## src/rtl/core/lmmgr_pkg.sv

```systemverilog
`timescale 1ns / 1ps
// ============================================================================
// Looping music mixer package
// Shared types, command codes and arithmetic constants for the mixer core.
// ============================================================================
package lmmgr_pkg;

   // Default depth of the music store (a power of two).
   localparam int unsigned STORE_DEPTH_DEFAULT = 65536;

   // Configuration register indexes.
   localparam int unsigned CSR_INDEX_W  = 2;
   localparam int unsigned CSR_DATA_W   = 17;
   localparam logic [CSR_INDEX_W-1:0] CSR_TRACK_LENGTH     = 2'd0;
   localparam logic [CSR_INDEX_W-1:0] CSR_MASTER_VOLUME    = 2'd1;
   localparam logic [CSR_INDEX_W-1:0] CSR_TARGET_INTENSITY = 2'd2;

   // Reset values and the intensity ramp step (Q2.14).
   localparam logic [15:0] INTENSITY_RESET = 16'd16384;
   localparam logic [15:0] INTENSITY_STEP  = 16'd82;
   localparam logic [6:0]  VOLUME_RESET    = 7'd100;

   // The mix divisor is 2^16 * 50. The shift takes the power of two, and the
   // divide by 50 is a multiply by ceil(2^28 / 50), exact for quotients
   // below 2^28 / 44, well above the largest that can occur.
   localparam int unsigned DIV_SHIFT   = 16;
   localparam int unsigned RECIP_SHIFT = 28;
   localparam logic [22:0] RECIP_50    = 23'd5368710;

   // Saturation limits for the mixed sum.
   localparam logic signed [18:0] MIX_SAT_MAX = 19'sd32767;
   localparam logic signed [18:0] MIX_SAT_MIN = -19'sd32768;

   // Input item commands.
   typedef enum logic [1:0] {
      CMD_LOAD  = 2'd0,
      CMD_MIX   = 2'd1,
      CMD_START = 2'd2
   } cmd_type;

   // Control sequencer states.
   typedef enum logic [1:0] {
      ST_IDLE  = 2'd0,
      ST_RUN   = 2'd1,
      ST_DRAIN = 2'd2
   } state_type;

   // Operands handed to the scaling pipeline.
   typedef struct packed {
      logic               start;
      logic [6:0]         volume;
      logic [15:0]        intensity;
      logic signed [15:0] sample;
   } scale_req_type;

   // Result of the scaling pipeline.
   typedef struct packed {
      logic               done;
      logic signed [15:0] mixed;
   } scale_rsp_type;

endpackage

```

## src/rtl/core/lmmgr_scale.sv

```systemverilog
`timescale 1ns / 1ps
// ============================================================================
// Music scaling pipeline
// Four stages: gain product, music magnitude times gain, divide by the mix
// divisor through a reciprocal multiply, then sign, add and saturate.
// ============================================================================
module lmmgr_scale (
   input  logic                    clock,
   input  logic                    reset,
   input  lmmgr_pkg::scale_req_type req,
   input  logic signed [15:0]      music,
   output lmmgr_pkg::scale_rsp_type rsp
);
   import lmmgr_pkg::*;

   // Stage valid flags.
   logic v1_ff, v2_ff, v3_ff, done_ff;

   // Stage payload.
   logic [22:0]        gain_ff;
   logic [15:0]        mag1_ff;
   logic               neg1_ff, neg2_ff, neg3_ff;
   logic signed [15:0] sample1_ff, sample2_ff, sample3_ff;
   logic [38:0]        prod_ff;
   logic [16:0]        quot_ff;
   logic signed [15:0] mixed_ff;

   // Combinational terms of each stage.
   logic [15:0]        music_mag_w;
   logic [22:0]        gain_w;
   logic [45:0]        recip_prod_w;
   logic signed [18:0] quot_ext_w;
   logic signed [18:0] scaled_w;
   logic signed [18:0] sum_w;
   logic signed [15:0] sat_w;

   // Stage 1 operands: music magnitude and volume times intensity.
   assign music_mag_w = music[15] ? 16'(-music) : 16'(music);
   assign gain_w      = 23'(req.volume) * 23'(req.intensity);

   // Stage 3 operand: floor(prod / 2^16) times the reciprocal of 50.
   assign recip_prod_w = 46'(prod_ff[38:DIV_SHIFT]) * 46'(RECIP_50);

   // Stage 4: restore the sign, add the sample and saturate.
   assign quot_ext_w = $signed({2'b00, quot_ff});
   assign scaled_w   = neg3_ff ? -quot_ext_w : quot_ext_w;
   assign sum_w      = 19'(sample3_ff) + scaled_w;

   always_comb begin
      priority if (sum_w > MIX_SAT_MAX) begin
         sat_w = 16'sh7FFF;
      end else if (sum_w < MIX_SAT_MIN) begin
         sat_w = 16'sh8000;
      end else begin
         sat_w = sum_w[15:0];
      end
   end

   // Valid chain through the stages.
   always_ff @(posedge clock) begin
      if (reset) begin
         v1_ff   <= 1'b0;
         v2_ff   <= 1'b0;
         v3_ff   <= 1'b0;
         done_ff <= 1'b0;
      end else begin
         v1_ff   <= req.start;
         v2_ff   <= v1_ff;
         v3_ff   <= v2_ff;
         done_ff <= v3_ff;
      end
   end

   // Stage payload registers; the final result holds until the next item.
   always_ff @(posedge clock) begin
      if (req.start) begin
         gain_ff    <= gain_w;
         mag1_ff    <= music_mag_w;
         neg1_ff    <= music[15];
         sample1_ff <= req.sample;
      end
      if (v1_ff) begin
         prod_ff    <= 39'(mag1_ff) * 39'(gain_ff);
         neg2_ff    <= neg1_ff;
         sample2_ff <= sample1_ff;
      end
      if (v2_ff) begin
         quot_ff    <= recip_prod_w[RECIP_SHIFT+16:RECIP_SHIFT];
         neg3_ff    <= neg2_ff;
         sample3_ff <= sample2_ff;
      end
      if (v3_ff) begin
         mixed_ff <= sat_w;
      end
   end

   assign rsp.done  = done_ff;
   assign rsp.mixed = mixed_ff;

endmodule

```

## config.mk

```make
export PLATFORM = sky130hd
export DESIGN_NAME = lmmgr_scale
export DESIGN_NICKNAME = d
export VERILOG_FILES = /design/src/rtl/core/lmmgr_pkg.sv /design/src/rtl/core/lmmgr_scale.sv
export SDC_FILE = /design/constraint.sdc
export NUM_CORES = 2
export LEC_CHECK = 0
export BUFFER_PORTS_ARGS = -buffer_cell sky130_fd_sc_hd__buf_2
export CORE_MARGIN = 5
export CORE_UTILIZATION = 60
export DETAILED_ROUTE_END_ITERATION = 7
export PLACE_DENSITY = 0.86
export SLEW_MARGIN = 10
export SYNTH_ARGS = -nofsm -noshare
export SYNTH_HDL_FRONTEND = slang
export SYNTH_SLANG_ARGS = --single-unit
```

## constraint.sdc

```tcl
create_clock -name clock -period 5.75 [get_ports clock]
set_input_delay 1.15 -clock clock [delete_from_list [all_inputs] [get_ports clock]]
set_output_delay 1.15 -clock clock [all_outputs]
set_load 0.1 [all_outputs]
```

==> out/metrics.yaml <==
worst_setup_path:
  crit_fanout: 8
  r2r_cells: 21
  crit_path_end: "prod_ff[33]$_DFFE_PP_"
  crit_top_cell: "fa_1"
  cp-start-kind: "flip-flop"
  worstSetupStartpoint: "mag1_ff[3]$_DFFE_PP_"
  r2r-end: "prod_ff[33]$_DFFE_PP_"
  rrSetupSlack_ps: -770
  cpPeakStageDelay_ps: 600
  reg2reg_from: "mag1_ff[3]$_DFFE_PP_"
  cp_top_family: "adder cells"
  crit_slowest_cell: "fa_1"
  cp.arrival_ps: 6790
  cp_cell_sequence: "buf_6, buf_4, nand2_1, fa_1, fa_2, fa_1, inv_1, fa_1, fa_1, inv_1, fa_1, inv_1, ha_1, nor2b_1, o21ai_1, nand3_2, or3_4, and3_4, o21a_1, or4_1, o311ai_1"
  cp_data_required_time_ps: 6020
  worst-path-buf-inv: 5
  worstSetupEndpointType: "flip-flop"
  worstSetupPathType: "flip-flop to flip-flop"
  cp.depth: 21
sta:
  max_freq_mhz: 153.4
  rsz0062_at_grt: "yes"
  hold_viol: 0
  fin_crit_sh: 1.134
  min_period_ps: 6520
  slew_headroom: 0.3053
  worstMarginPinSlew_ps: 1036
  holdWs_ps: 417.8
  slew_violations: 0
  setup_slack_ps: -769.8
  clock_skew_ps: 9.551
  setup_violations: 39
yosys:
  syn-num-nets: 3905
  ys_seq_area_frac: 0.1529
  ys_top_cells_by_count: "inv_1 (688), fa_1 (548), ha_1 (408)"
  yosysTopAreaCell: "fa_1"
  synth_top_area_frac: 0.3757
  ys_types: 62
  synth_warnings: 0
  syn_inst: 2891
  synth_area_mm2: 0.02920
  synth-edff-count: 146
  synth_area_leaders: "fa_1 (38%), ha_1 (17%), edfxtp_1 (15%)"
  async_flop_share: 0
  ys_ff_latch: 150
  ys.flop_type: "edfxtp_1"
  yosysMostFrequentCell: "inv_1"
  synth.avg_cell_area_um2: 10.10
floorplan:
  initial_core_util: 0.6090
  core_mm2: 0.04795
  ios: 75
  fp.dieW_um: 230.6
  die_area_mm2: 0.05317
  die_y_um: 230.6
  core.rowCount: 80
global_route:
  grt_use_total: 0.3000
  grt_pass1_vias: 25260
  grt_start_max_net_pins: 58
  antenna_found_initial: 1
  grt_pass1_wl_um: 127700
  overflow: 0
run:
  maxCapViolCount: 0
run_status:
  status: "finished with violations"
  violations: "setup timing"
clock_tree:
  worst_skew_pair.late_latency_ps: 460
  clk_path_buf_depth: 2
  ctsHoldBuffers: 0
  cts_inserted_buffers: 17
  cts_htree_levels: 4
  cts_tree: "done"
  clkSlewWorstSetupHoldPaths_ps: 60
  root_buffer: "clkbuf_16"
  cts.sinks: 150
finish:
  fillCellCount: 2880
  synthToLayoutAreaGrowth_pct: 18.89
  drive_above_1_share: 0.2005
  num_antenna_cells: 0
  finalNetCount: 4297
worst_hold_path:
  hold_class: "flip-flop to flip-flop"
place:
  place.gp.congestion: 0.9588
  portBuffers: 74
  hpwl_um: 60820
drt:
  dr.first_iter.drc_count: 1721
  viasPerCell: 5.784
  wl_um: 80950
  dr.pass1.iters: 7
  num_vias: 22620
  wl_per_cell_um: 20.70
  drc: 0
  ant_nets: 0
[cell families after synthesis]
logic type | count (synthesis) | synth area share
xor+xnor | 100 | 0.03000
simple gates | 688 | 0.1126
flops | 150 | 0.1529
compound gates | 241 | 0.05584
fa+ha+maj | 956 | 0.5506
buf+inv | 756 | 0.09809
[how the worst min path moves through the flow]
stage                             start                       end  cells past startpoint  slack, ps
6_report       sample1_ff[11]$_DFFE_PP_  sample2_ff[11]$_DFFE_PP_                      0        420
5_1_grt         sample2_ff[1]$_DFFE_PP_   sample3_ff[1]$_DFFE_PP_                      0        430
4_1_cts        sample1_ff[11]$_DFFE_PP_  sample2_ff[11]$_DFFE_PP_                      0        420
3_5_place_dp    sample2_ff[1]$_DFFE_PP_   sample3_ff[1]$_DFFE_PP_                      0        400
3_3_place_gp   sample1_ff[11]$_DFFE_PP_  sample2_ff[11]$_DFFE_PP_                      0        400
2_1_floorplan         neg1_ff$_DFFE_PP_         neg2_ff$_DFFE_PP_                      0        400
[final cells by class]
class                      count  area (µm²)  area share
tap                          615       769.5     0.02217
clock buffer                  18       429.2     0.01236
multi-input combinational   1985       22920      0.6603
sequential                   150        4466      0.1286
clock inverter                14       146.4    0.004217
inverter                     688        2585     0.07447
timing repair buffer         441        3395     0.09779
[worst reg2reg max path, delay by kind of cell, from the launching register on]
family	cells	cell delay [ps]
fa+ha+maj	7	3420
compound gates	3	490
buf+inv	5	530
simple gates	6	1380
flops	1	520
[state kept, by name (all words and copies together), names as in the netlist, 16 cells and up]
| name | count |
|---|---|
| prod_ff | 23 |
| mag1_ff | 16 |
| mixed_ff | 16 |
| sample3_ff | 16 |
| gain_ff | 23 |
| sample1_ff | 16 |
| quot_ff | 17 |
| sample2_ff | 16 |
[through the flow]
stage / TNS [ps] / util / cell area, µm² / setup WS [ps] / cells
finish: -15560 / 0.7240 / 34710 / -769.8 / 3911
global route: -21400 / 0.7240 / 34710 / -940.5 / 3911
CTS: -7220 / 0.7166 / 34360 / -451.6 / 3896
detailed placement: -16080 / 0.6834 / 32770 / -718.2 / 3828
global placement: -9913 / 0.6834 / 32770 / -522.8 / 3828
floorplan: -763.4 / - / 29470 / -244.0 / 2891
[routing by layer]
layer,vias to the layer above,GRT usage,part of all wire
met5,-,0,0.00016
met4,2,0.1384,0.061
met3,390,0.05173,0.071
met2,1223,0.5424,0.51
met1,11260,0.3486,0.35
li1,9752,-,-
[cells in the final DEF, fill, tap and decap left out, types with 43 or more instances in the layout]
cell type  count
inv_1        663
a21oi_1       43
and2_1       173
fa_1         520
nor2_1        45
edfxtp_1     146
ha_1         366
nand2_1      342
xnor2_1       72
buf_2         74
buf_4        328
[timing repair]
action,in CTS,in global routing
gates cloned,0,0
pin swaps,114,55
buffers inserted,36,19
resized for setup,139,60
endpoints found under the setup margin,39,42
Power is left out: the tool's default activity adds up to more than one toggle a clock period on the data nets, which glitch-free logic cannot reach.
